===== config.mk =====
export PLATFORM = sky130hd
export DESIGN_NAME = ffba_ctrl
export DESIGN_NICKNAME = d
export VERILOG_FILES = /design/src/rtl/ffba_pkg.sv /design/src/rtl/ffba_ctrl.sv
export SDC_FILE = /design/constraint.sdc
export NUM_CORES = 1
export LEC_CHECK = 0
export ABC_AREA = 1
export BUFFER_PORTS_ARGS = -buffer_cell sky130_fd_sc_hd__buf_2
export CAP_MARGIN = 20
export CORE_MARGIN = 1
export CORE_UTILIZATION = 30
export CTS_CLUSTER_SIZE = 25
export DETAILED_ROUTE_END_ITERATION = 16
export GPL_TIMING_DRIVEN = 0
export HOLD_SLACK_MARGIN = 0.08
export PLACE_DENSITY = 0.5
export SLEW_MARGIN = 20
export SYNTH_ARGS = -nofsm -noshare
export SYNTH_HDL_FRONTEND = slang
export SYNTH_SLANG_ARGS = --single-unit

===== constraint.sdc =====
create_clock -name clk -period 2.5 [get_ports clk]
set_clock_uncertainty 0.1 [all_clocks]
set_input_delay 0.25 -clock clk [delete_from_list [all_inputs] [get_ports clk]]
set_output_delay 0.25 -clock clk [all_outputs]
set_load 0.05 [all_outputs]

===== src/rtl/ffba_pkg.sv =====
// Package with shared types, constants and command codes of the block allocator.
package ffba_pkg;

  localparam int unsigned HeapDepthDefault    = 4096;
  localparam int unsigned HeaderBlocksDefault = 1;
  localparam int unsigned TypeSlotsDefault    = 16;

  localparam logic [15:0] NoRun = 16'hFFFF;

  localparam logic CmdAlloc   = 1'b0;
  localparam logic CmdRelease = 1'b1;

  localparam logic CfgBlockSizeLog2 = 1'b0;
  localparam logic CfgHeapBlocks    = 1'b1;

  typedef enum logic [4:0] {
    ST_IDLE,
    ST_SETUP,
    ST_A_READ,
    ST_A_WAIT,
    ST_A_CHECK,
    ST_A_PREV_RD,
    ST_A_PREV_WAIT,
    ST_A_PREV_WR,
    ST_A_WRITE,
    ST_A_FINISH,
    ST_R_SIZE_RD,
    ST_R_SIZE_WAIT,
    ST_R_READ,
    ST_R_WAIT,
    ST_R_CHECK,
    ST_R_LINK,
    ST_R_MRG_NXT_RD,
    ST_R_MRG_NXT_WAIT,
    ST_R_MRG_NXT_WR,
    ST_R_PREV_RD,
    ST_R_PREV_WAIT,
    ST_R_PREV_WR,
    ST_R_MRG_PRV_RD,
    ST_R_MRG_PRV_WAIT,
    ST_R_MRG_PRV_WR,
    ST_R_FINISH,
    ST_OUT
  } ffba_state_t;

  typedef enum logic [3:0] {
    OP_NONE,
    OP_LOAD,
    OP_SETUP,
    OP_RD_CUR,
    OP_RD_PREV,
    OP_RD_BLK,
    OP_RD_NXT,
    OP_A_STEP,
    OP_A_PREV_WR,
    OP_A_SPLIT,
    OP_A_FINISH,
    OP_R_STEP,
    OP_R_LINK,
    OP_R_MRG_NXT_WR,
    OP_R_PREV_WR,
    OP_R_MRG_PRV_WR
  } ffba_op_t;

  typedef struct packed {
    ffba_op_t op;
    logic     finish_rel;
    logic     emit;
  } ffba_cmd_t;

  typedef struct packed {
    logic cmd_rel;
    logic heap_ready;
    logic walk_end;
    logic fit;
    logic exact;
    logic prev_none;
    logic nxt_none;
    logic touch_nxt;
    logic touch_prev;
    logic dup;
    logic blk_in;
    logic out_busy;
  } ffba_stat_t;

  function automatic logic [15:0] sat_add16(input logic [15:0] a, input logic [15:0] b);
    logic [16:0] s;
    s = {1'b0, a} + {1'b0, b};
    return s[16] ? 16'hFFFF : s[15:0];
  endfunction

  function automatic logic [15:0] sat_sub16(input logic [15:0] a, input logic [15:0] b);
    return (a > b) ? (a - b) : 16'd0;
  endfunction

endpackage


===== src/rtl/ffba_ctrl.sv =====
// Controller state machine sequencing list walks and header updates.
module ffba_ctrl (
  input  logic                clk,
  input  logic                rst_n,
  input  logic                in_valid,
  output logic                in_ready,
  input  ffba_pkg::ffba_stat_t stat,
  output ffba_pkg::ffba_cmd_t  cmd
);
  import ffba_pkg::*;

  ffba_state_t state_r, state_nxt;

  always_ff @(posedge clk) begin
    if (!rst_n) begin
      state_r <= ST_IDLE;
    end else begin
      state_r <= state_nxt;
    end
  end

  always_comb begin
    state_nxt = state_r;
    case (state_r)
      ST_IDLE: begin
        if (in_valid) begin
          state_nxt = ST_SETUP;
        end
      end
      ST_SETUP: begin
        if (stat.cmd_rel) begin
          state_nxt = (stat.heap_ready && stat.blk_in) ? ST_R_SIZE_RD : ST_OUT;
        end else begin
          state_nxt = ST_A_READ;
        end
      end
      ST_A_READ:  state_nxt = ST_A_WAIT;
      ST_A_WAIT:  state_nxt = ST_A_CHECK;
      ST_A_CHECK: begin
        if (stat.walk_end) begin
          state_nxt = ST_OUT;
        end else if (stat.fit) begin
          state_nxt = (stat.exact && !stat.prev_none) ? ST_A_PREV_RD : ST_A_WRITE;
        end else begin
          state_nxt = ST_A_READ;
        end
      end
      ST_A_PREV_RD:   state_nxt = ST_A_PREV_WAIT;
      ST_A_PREV_WAIT: state_nxt = ST_A_PREV_WR;
      ST_A_PREV_WR:   state_nxt = ST_A_WRITE;
      ST_A_WRITE:     state_nxt = ST_A_FINISH;
      ST_A_FINISH:    state_nxt = ST_OUT;
      ST_R_SIZE_RD:   state_nxt = ST_R_SIZE_WAIT;
      ST_R_SIZE_WAIT: state_nxt = ST_R_READ;
      ST_R_READ:      state_nxt = ST_R_WAIT;
      ST_R_WAIT:      state_nxt = ST_R_CHECK;
      ST_R_CHECK: begin
        if (stat.dup) begin
          state_nxt = ST_OUT;
        end else if (stat.walk_end) begin
          state_nxt = ST_R_LINK;
        end else begin
          state_nxt = ST_R_READ;
        end
      end
      ST_R_LINK: begin
        if (!stat.nxt_none) begin
          state_nxt = ST_R_MRG_NXT_RD;
        end else if (!stat.prev_none) begin
          state_nxt = ST_R_PREV_RD;
        end else begin
          state_nxt = ST_R_FINISH;
        end
      end
      ST_R_MRG_NXT_RD:   state_nxt = ST_R_MRG_NXT_WAIT;
      ST_R_MRG_NXT_WAIT: state_nxt = ST_R_MRG_NXT_WR;
      ST_R_MRG_NXT_WR:   state_nxt = stat.prev_none ? ST_R_FINISH : ST_R_PREV_RD;
      ST_R_PREV_RD:      state_nxt = ST_R_PREV_WAIT;
      ST_R_PREV_WAIT:    state_nxt = ST_R_PREV_WR;
      ST_R_PREV_WR:      state_nxt = ST_R_MRG_PRV_RD;
      ST_R_MRG_PRV_RD:   state_nxt = ST_R_MRG_PRV_WAIT;
      ST_R_MRG_PRV_WAIT: state_nxt = ST_R_MRG_PRV_WR;
      ST_R_MRG_PRV_WR:   state_nxt = ST_R_FINISH;
      ST_R_FINISH:       state_nxt = ST_OUT;
      ST_OUT: begin
        if (!stat.out_busy) begin
          state_nxt = ST_IDLE;
        end
      end
      default: state_nxt = ST_IDLE;
    endcase
  end

  always_comb begin
    in_ready       = 1'b0;
    cmd.op         = OP_NONE;
    cmd.finish_rel = 1'b0;
    cmd.emit       = 1'b0;
    case (state_r)
      ST_IDLE: begin
        in_ready = 1'b1;
        if (in_valid) begin
          cmd.op = OP_LOAD;
        end
      end
      ST_SETUP:          cmd.op = OP_SETUP;
      ST_A_READ:         cmd.op = OP_RD_CUR;
      ST_A_CHECK:        cmd.op = OP_A_STEP;
      ST_A_PREV_RD:      cmd.op = OP_RD_PREV;
      ST_A_PREV_WR:      cmd.op = OP_A_PREV_WR;
      ST_A_WRITE:        cmd.op = OP_A_SPLIT;
      ST_A_FINISH:       cmd.op = OP_A_FINISH;
      ST_R_SIZE_RD:      cmd.op = OP_RD_BLK;
      ST_R_READ:         cmd.op = OP_RD_CUR;
      ST_R_CHECK:        cmd.op = OP_R_STEP;
      ST_R_LINK:         cmd.op = OP_R_LINK;
      ST_R_MRG_NXT_RD:   cmd.op = OP_RD_NXT;
      ST_R_MRG_NXT_WR:   cmd.op = OP_R_MRG_NXT_WR;
      ST_R_PREV_RD:      cmd.op = OP_RD_PREV;
      ST_R_PREV_WR:      cmd.op = OP_R_PREV_WR;
      ST_R_MRG_PRV_RD:   cmd.op = OP_RD_BLK;
      ST_R_MRG_PRV_WR:   cmd.op = OP_R_MRG_PRV_WR;
      ST_R_FINISH:       cmd.finish_rel = 1'b1;
      ST_OUT:            cmd.emit = !stat.out_busy;
      default:           cmd.op = OP_NONE;
    endcase
  end

endmodule


==> results.sh, run 1 <==
export IMPL_status="complete, no violations"
export IMPL_synth_common_cells="nand2_1 (43), nor2_1 (31), nand3_1 (15)"
export IMPL_synth_avg_cell_area_um2=5.06
export IMPL_yosysMostFrequentCell="nand2_1"
export IMPL_fmax_mhz=454
export IMPL_grt_pass1_wl_um=3680
export IMPL_synth_top_cell_area_share_pct=21.1
export IMPL_synth_yosys_seq_area_share_pct=13.1
export IMPL_row_count=17
export IMPL_dp_hpwl_um=1940
export IMPL_synth_edf_count=0
export IMPL_cpMostUsedCell="inv_1"
export IMPL_syn_inst=151
export IMPL_dieArea_um2=2750
export IMPL_clk_pin_slew_ns=0.04
export IMPL_finalHoldViolCount=0
export IMPL_max_cap_violations=0
export IMPL_synth_compound_area_share_pct=13.3
export IMPL_ios=22
export IMPL_rsz0062_at_grt="false"
export IMPL_post_route_period_util_pct=88.0
export IMPL_syn_nets=166
export IMPL_largestRegisters="state_r: 5 flops"
export IMPL_ys_flop_type="dfxtp_1"
export IMPL_crit_slowest_cell="dfxtp_1"
export IMPL_drive_above_1_share_pct=21.8
export IMPL_grt_max_degree=11
export IMPL_setup_viol_count_final=0
export IMPL_crit_arrival_ns=1.85
export IMPL_yosysTopAreaCell="nand2_1"
export IMPL_leakagePower_nw=0.519
export IMPL_cts_sinks=5
export IMPL_muxShareOfSynthArea_pct=0
export IMPL_maxSlewViolCount=0
export IMPL_track_usage_pct=17.9
export IMPL_cts_tree="yes"
export IMPL_grt_pass1_vias=900
export IMPL_initial_utilization_pct=33.3
export IMPL_synth_adder_area_share_pct=0
export IMPL_cts_buffers=3
export IMPL_worstMarginPinSlew_ns=0.354
export IMPL_nFillCells=279
export IMPL_multiInputGateArea_um2=573
export IMPL_core_um2=2300
export IMPL_grt_overflow_total=0
export IMPL_die_w_um=52.5
export IMPL_postCtsHoldBufs=0
export IMPL_insertion_delay_ns=0.23
export IMPL_cp_end_kind="output port"
export IMPL_cp_max_fo=8
export IMPL_ys_ff_latch=5
export IMPL_hp_class="input pin to flip-flop"
export IMPL_via_per_inst=5.22
export IMPL_ant_nets=0
export IMPL_cts_root_buf="clkbuf_4"
export IMPL_io_buffers=19
export IMPL_hold_slack_ns=0.141
export IMPL_yosys_area_share_xor_xnor_pct=0
export IMPL_remaining_drc_errors=0
export IMPL_register_area_um2=100
export IMPL_firstDrtPassIters=4
export IMPL_ys_types=25
export IMPL_antenna_found_initial=0
export IMPL_nets=190
export IMPL_die_y_um=52.5
export IMPL_worstPathRequired_ns=2.15
export IMPL_cts_max_level=1
export IMPL_critical_path_class="flip-flop to output port"
export IMPL_crit_path_max_incr_delay_ns=0.32
export IMPL_vias=1055
export IMPL_drt_iter0_drc=58
export IMPL_crit_path_start_kind="flip-flop"
export IMPL_powerDensity_nw_per_um2=1200
export IMPL_syn2layout_area_growth_pct=20.5
export IMPL_gp_congestion=0.954
export IMPL_cts_resized_gates=0
export IMPL_largest_register_ffs=5
export IMPL_wirelength_um=2280
export IMPL_detail_route_wl_per_cell_um=11.3
export IMPL_n_antenna_cell=0
export IMPL_top_register="state_r"
export IMPL_ys_top_cells_by_area="nand2_1 (21%), nor2_1 (15%), dfxtp_1 (13%)"
export IMPL_synth_top_family_by_area="simple AND/OR/NAND/NOR gates"
export IMPL_clk_path_buf_depth=2
export IMPL_peakVddDrop_mv=0.639
export IMPL_synth_warnings=0
export IMPL_fin_setup_tns_ns=0
export IMPL_path_cells="buf_6, inv_1, nand2_1, inv_1, nand2_1, inv_1, o21ai_0, o2111ai_1, buf_2"
export IMPL_finalCriticalPeriod_ns=2.20
export IMPL_netlist_area_um2=764
export IMPL_yosys_area_share_simple_pct=61.7
export IMPL_synth_async_sr_flop_share_pct=0
export IMPL_postCtsSetupBuffers=0
export IMPL_slew_headroom_pct=76.1
-- cell type report --
| class | count | area share [%] |
|---|---|---|
| Timing Repair Buffer | 19 | 10.3 |
| Inverter | 20 | 8.15 |
| Tap cell | 28 | 3.80 |
| Buffer | 2 | 1.77 |
| Multi-Input combinational cell | 124 | 62.2 |
| Clock buffer | 4 | 2.85 |
| Sequential cell | 5 | 10.9 |
-- cell families after synthesis --
kind of cell	Yosys count
AO/OA/AOI/OAI	17
buffers and inverters	22
flip-flops	5
AND/OR/NAND/NOR	107
-- metrics by stage --
step                      setup slack, ns  total power [mW]  std cells  instance area (um^2)  util, %
after floorplan                    0.0312             0.817        151                   764        -
after global placement              0.594              1.02        198                   895     38.9
after detailed placement            0.609              1.01        198                   895     38.9
after CTS                           0.341              1.10        202                   921     40.1
after global routing                0.176              1.20        202                   921     40.1
final                               0.299              1.10        202                   921     40.1
-- where the power goes --
group	total (mW)	switching [mW]	internal (mW)
clock	0.0895	0.0294	0.0601
combinational	0.873	0.636	0.237
sequential	0.138	0.0310	0.107
-- cells in the final DEF (no fill, tap or decap), types with 2 or more instances in the layout --
cell        n
clkbuf_4    3
o2111ai_1   2
o22ai_1     2
nor2_1     31
nand2_2     5
nand3_1    15
nor3_1      3
a21oi_1     4
nand2_1    43
inv_1      14
dfxtp_1     5
o21ai_0     6
buf_2      20
inv_2       5
nand4_1     4
-- worst max-delay path: cells and delay by family, from the launching register on --
kind	cells	cell delay, ns
and+or+nand+nor	2	0.21
DFF	1	0.32
buffers and inverters	5	0.61
AOI/OAI and AO/OA	2	0.48
-- metal layers --
| layer | vias to the layer above | track usage (%) | wire length [um] | part of all wire, % |
|---|---|---|---|---|
| li1 | 536 | - | - | - |
| met4 | 0 | 8.77 | 47 | 2.1 |
| met1 | 476 | 22.5 | 969 | 42 |
| met3 | 6 | 1.16 | 155 | 6.8 |
| met5 | - | 0 | 0 | 0 |
| met2 | 37 | 30.4 | 1110 | 49 |
-- path summary, 6_finish.rpt --
path,from,endpoint,slack (ns),depth (start not counted)
worst max-delay path,state_r[3],cmd[5],0.30,9
worst min-delay path,rst_n,state_r[3],0.14,3
worst max register to register,state_r[1],state_r[0],0.93,6
worst min register to register,state_r[4],state_r[2],0.68,4
(Power assumes the default switching activity.)
==> run 2: changes to the inputs <==
--- a/config.mk
+++ b/config.mk
@@ -8,7 +8,7 @@
 export ABC_AREA = 1
 export BUFFER_PORTS_ARGS = -buffer_cell sky130_fd_sc_hd__buf_2
 export CAP_MARGIN = 20
-export CORE_MARGIN = 1
+export CORE_MARGIN = 4
 export CORE_UTILIZATION = 30
 export CTS_CLUSTER_SIZE = 25
 export DETAILED_ROUTE_END_ITERATION = 16
==> run 2 against run 1 <==
Against the previous run: sequential power about the same; first-iteration DRC count down 60%; sequential share of layout area about the same; register-to-register slack worse by 0.07 ns; fmax down 1.4%; non-clock buffer count unchanged.
==> results.sh, run 2 (synthesized netlist as in run 1, its figures left out) <==
export IMPL_status="complete, no violations"
export IMPL_clk_path_buf_depth=2
export IMPL_remaining_drc_errors=0
export IMPL_largest_register_ffs=5
export IMPL_top_register="state_r"
export IMPL_cts_sinks=5
export IMPL_use_met1_pct=23.5
export IMPL_vias=1038
export IMPL_reg2reg_depth=10
export IMPL_wirelength_um=2570
export IMPL_finalCriticalPeriod_ns=2.23
export IMPL_grt_pass1_vias=1013
export IMPL_ant_nets=0
export IMPL_cts_buffers=3
export IMPL_rsz0062_at_grt="false"
export IMPL_io_buffers=19
export IMPL_finalHoldViolCount=0
export IMPL_final_cell_mix="nand2_1 (43), nor2_1 (31), buf_2 (20)"
export IMPL_drive_above_1_share_pct=21.8
export IMPL_min_to="state_r[4]"
export IMPL_detail_route_wl_per_cell_um=12.6
export IMPL_powerDensity_nw_per_um2=1210
export IMPL_place_ws_ns=0.584
export IMPL_fmax_mhz=448
export IMPL_cts_resized_gates=0
export IMPL_crit_arrival_ns=1.88
export IMPL_worstPathRequired_ns=2.15
export IMPL_antenna_found_initial=0
export IMPL_n_antenna_cell=0
export IMPL_dieArea_um2=3420
export IMPL_post_route_period_util_pct=89.3
export IMPL_setup_viol_count_final=0
export IMPL_die_w_um=58.5
export IMPL_grt_max_degree=11
export IMPL_maxSlewViolCount=0
export IMPL_fin_cells=204
export IMPL_place_inst=200
export IMPL_r2r_slack_ns=0.86
export IMPL_grt_pass1_wl_um=4470
export IMPL_cp_end_kind="output port"
export IMPL_use_met3_pct=3.07
export IMPL_firstDrtPassIters=4
export IMPL_worst_hold_startpoint="rst_n"
export IMPL_leakagePower_nw=0.519
export IMPL_hp_class="input pin to flip-flop"
export IMPL_cts_root_buf="clkbuf_4"
export IMPL_grt_overflow_total=0
export IMPL_cts_tree="yes"
export IMPL_ios=22
export IMPL_initial_utilization_pct=31.1
export IMPL_dp_hpwl_um=2120
export IMPL_nets=190
export IMPL_top_usage_layer="met2"
export IMPL_syn2layout_area_growth_pct=20.8
export IMPL_postCtsSetupBuffers=0
export IMPL_largestRegisters="state_r: 5 flops"
export IMPL_clk_pin_slew_ns=0.04
export IMPL_row_count=18
export IMPL_max_cap_violations=0
export IMPL_die_y_um=58.5
export IMPL_met2_usage_pct=25.4
export IMPL_crit_path_start_kind="flip-flop"
export IMPL_postLayoutSetupSlackWorst_ns=0.268
export IMPL_core_um2=2450
export IMPL_holdPathStages=3
export IMPL_final_common_cell="nand2_1"
export IMPL_fin_setup_tns_ns=0
export IMPL_critical_path_class="flip-flop to output port"
export IMPL_insertion_delay_ns=0.25
export IMPL_postCtsHoldBufs=0
export IMPL_via_per_inst=5.09
export IMPL_gp_congestion=0.993
export IMPL_hold_slack_ns=0.129
export IMPL_post_route_util_pct=37.6
export IMPL_timing_rr_start="state_r[4]"
export IMPL_drt_iter0_drc=23
export IMPL_r2r_end="state_r[3]"
export IMPL_cp_max_fo=4
export IMPL_peakVddDrop_mv=0.969
export IMPL_track_usage_pct=16.6
export IMPL_cts_max_level=1
export IMPL_slew_headroom_pct=77.6
export IMPL_worstMarginPinSlew_ns=0.332
run 2: cell counts in the layout (fill, tap and decap cells not counted):
Identical to the previous run, type by type.
run 2: metal layers:
| metal | part of all wire, % | up-vias |
|---|---|---|
| met1 | 46 | 460 |
| met3 | 6.9 | 4 |
| met5 | 0 | - |
| li1 | - | 536 |
| met4 | 2.4 | 0 |
| met2 | 45 | 38 |
run 2: worst max-delay path by stage:
stage,start,endpoint,cells after the start
finish,state_r[0],cmd[5],7
global route,state_r[0],cmd[5],7
CTS,state_r[0],cmd[5],7
detailed placement,state_r[0],cmd[5],7
global placement,state_r[0],cmd[5],7
floorplan,state_r[1],cmd[0],2
run 2: where the power goes:
part | leakage, nW | switching, mW | total (mW) | internal (mW)
sequential | 0.0409 | 0.0312 | 0.139 | 0.107
combinational | 0.463 | 0.648 | 0.884 | 0.237
clock | 0.0150 | 0.0356 | 0.0962 | 0.0605
run 2: cell type report:
cell class              instances  area, um^2
fillers                       299        1530
plain buffers                   2        16.3
flip-flops and latches          5         100
clock buffers                   4        26.3
well taps                      30        37.5
inverters                      20        75.1
multi-input cells             124         573
repair buffers                 19        95.1
run 2: worst max-delay path, stage by stage (launching register included):
cell and delay [ns]:
dfxtp_1 0.46, inv_2 0.08, nor2_1 0.27, nand2_1 0.15
inv_1 0.09, o21ai_0 0.14, o2111ai_1 0.14, buf_2 0.30
run 2: per-stage QoR:
stage                     power, mW  cell area (um^2)
after detailed placement       1.02               897
after floorplan               0.817               764
after global placement         1.03               897
after global routing           1.22               923
final                          1.12               923
after CTS                      1.12               923
==> run 3: changes to the inputs <==
==> constraint.sdc (replaced) <==
create_clock -name clk -period 2.5 [get_ports clk]
set_clock_uncertainty 0.1 [all_clocks]
set_input_delay 0.75 -clock clk [delete_from_list [all_inputs] [get_ports clk]]
set_output_delay 0.75 -clock clk [all_outputs]
set_load 0.05 [all_outputs]
==> run 3 against run 2 <==
Against the previous run: combinational power up 13%; critical path depth unchanged; sequential cell count unchanged; critical endpoint unchanged; largest cell class unchanged.
==> results.sh, run 3 (synthesized netlist as in run 1, its figures left out) <==
export IMPL_vias=1072
export IMPL_status="complete, no violations"
export IMPL_grt_pass1_vias=960
export IMPL_post_route_period_util_pct=99.8
export IMPL_grt_overflow_total=0
export IMPL_slew_headroom_pct=80.9
export IMPL_crit_path_start_kind="flip-flop"
export IMPL_r2r_end="state_r[3]"
export IMPL_cts_sinks=5
export IMPL_initial_utilization_pct=31.1
export IMPL_crit_arrival_ns=1.65
export IMPL_use_met1_pct=17.8
export IMPL_hold_slack_ns=0.641
export IMPL_dp_hpwl_um=1950
export IMPL_timing_rr_start="state_r[3]"
export IMPL_syn2layout_area_growth_pct=35.4
export IMPL_top_register="state_r"
export IMPL_peakVddDrop_mv=0.592
export IMPL_endpoint="cmd[5]"
export IMPL_post_route_util_pct=42.2
export IMPL_antenna_found_initial=0
export IMPL_hp_class="input pin to flip-flop"
export IMPL_row_count=18
export IMPL_wirelength_um=2460
export IMPL_worstPathRequired_ns=1.65
export IMPL_final_cell_mix="nand2_1 (41), nor2_1 (25), nand3_1 (15), buf_2 (15), inv_1 (11)"
export IMPL_final_common_cell="nand2_1"
export IMPL_register_area_um2=110
export IMPL_track_usage_pct=14.6
export IMPL_finalHoldViolCount=0
export IMPL_detail_route_wl_per_cell_um=11.9
export IMPL_maxSlewViolCount=0
export IMPL_cts_buffers=3
export IMPL_cts_root_buf="clkbuf_4"
export IMPL_top_usage_layer="met2"
export IMPL_powerDensity_nw_per_um2=1210
export IMPL_multiInputGateArea_um2=634
export IMPL_largestRegisters="state_r: 5 flops"
export IMPL_met2_usage_pct=25.5
export IMPL_via_per_inst=5.20
export IMPL_nets=192
export IMPL_die_y_um=58.5
export IMPL_ant_nets=0
export IMPL_cp_max_fo=6
export IMPL_drive_above_1_share_pct=34.7
export IMPL_n_antenna_cell=0
export IMPL_cts_max_level=1
export IMPL_largest_register_ffs=5
export IMPL_max_cap_violations=0
export IMPL_use_met3_pct=1.32
export IMPL_worstMarginPinSlew_ns=0.285
export IMPL_reg2reg_depth=10
export IMPL_clk_path_buf_depth=2
export IMPL_clk_pin_slew_ns=0.04
export IMPL_cp_end_kind="output port"
export IMPL_die_w_um=58.5
export IMPL_insertion_delay_ns=0.24
export IMPL_gp_congestion=0.907
export IMPL_grt_pass1_wl_um=3960
export IMPL_io_buffers=19
export IMPL_critical_path_class="flip-flop to output port"
export IMPL_rsz0062_at_grt="true"
export IMPL_drt_iter0_drc=38
export IMPL_dieArea_um2=3420
export IMPL_ios=22
export IMPL_core_um2=2450
export IMPL_leakagePower_nw=0.549
export IMPL_fmax_mhz=401
export IMPL_setup_viol_count_final=0
export IMPL_firstDrtPassIters=4
export IMPL_grt_max_degree=11
export IMPL_postCtsHoldBufs=0
export IMPL_nFillCells=290
export IMPL_finalCriticalPeriod_ns=2.50
export IMPL_remaining_drc_errors=0
export IMPL_total_power_mw=1.25
export IMPL_r2r_slack_ns=0.94
export IMPL_cts_tree="yes"
export IMPL_cp_startpoint="state_r[3]"
==> run 3: cell count changes in the layout (fill, tap and decap cells not counted), moves of 3 or more <==
cell	previous run	this run
buf_4	0	4
nand2_4	0	3
nor2_2	1	7
o21ai_0	6	3
dfxtp_1	5	1
nor2_1	31	25
inv_1	14	11
buf_2	20	15
==> run 3: power by group <==
group,internal [mW],total (mW),switching [mW],leakage [nW]
combinational,0.324,1.00,0.679,0.491
clock,0.0603,0.0921,0.0318,0.0150
sequential,0.115,0.154,0.0382,0.0431
==> run 3: final cells by class <==
type | count | share of cell area, %
Buffer | 2 | 1.81
Clock buffer | 4 | 2.54
Inverter | 20 | 7.74
Multi-Input combinational cell | 124 | 61.3
Sequential cell | 5 | 10.6
Tap cell | 30 | 3.63
Timing Repair Buffer | 21 | 12.3
==> run 3: stage by stage <==
stage                     cells  TNS [ns]  cell area [um^2]  setup slack (ns)
after detailed placement    200         0               917             0.140
after CTS                   204         0               962           0.00971
after global routing        206   -0.0734              1030           -0.0478
after global placement      200         0               917            0.0625
final                       206         0              1030           0.00395
after floorplan             151   -0.0596               785           -0.0596
==> run 3: worst min path at each step <==
| stage | startpoint | end | slack [ns] | cells after the start |
|---|---|---|---|---|
| after floorplan | state_r[1] | state_r[2] | 0.61 | 3 |
| after global placement | state_r[3] | state_r[0] | 0.72 | 7 |
| after detailed placement | state_r[3] | state_r[0] | 0.71 | 7 |
| after CTS | rst_n | state_r[1] | 0.63 | 3 |
| after global routing | rst_n | state_r[1] | 0.65 | 3 |
| final | rst_n | state_r[1] | 0.64 | 3 |
==> run 3: worst max-delay path: stages (launching register included) <==
cell	delay, ns
dfxtp_2	0.31
buf_6	0.12
nor2_2	0.18
nand2_1	0.16
nor2_2	0.20
inv_1	0.09
o2111ai_1	0.11
buf_4	0.23
==> run 3: layer usage <==
layer / routed length (um) / up-vias / share of wire, %
met5: 0 / - / 0
met4: 33 / 0 / 1.3
met3: 119 / 4 / 4.8
met2: 1260 / 34 / 51
met1: 1050 / 490 / 43
li1: - / 544 / -
==> run 3: timing repair <==
| item | in CTS | in global routing |
|---|---|---|
| gates resized for setup | 9 | 25 |
| buffers inserted | 0 | 2 |
| endpoints found under the setup margin | 4 | 4 |
| pin swaps | 0 | 2 |
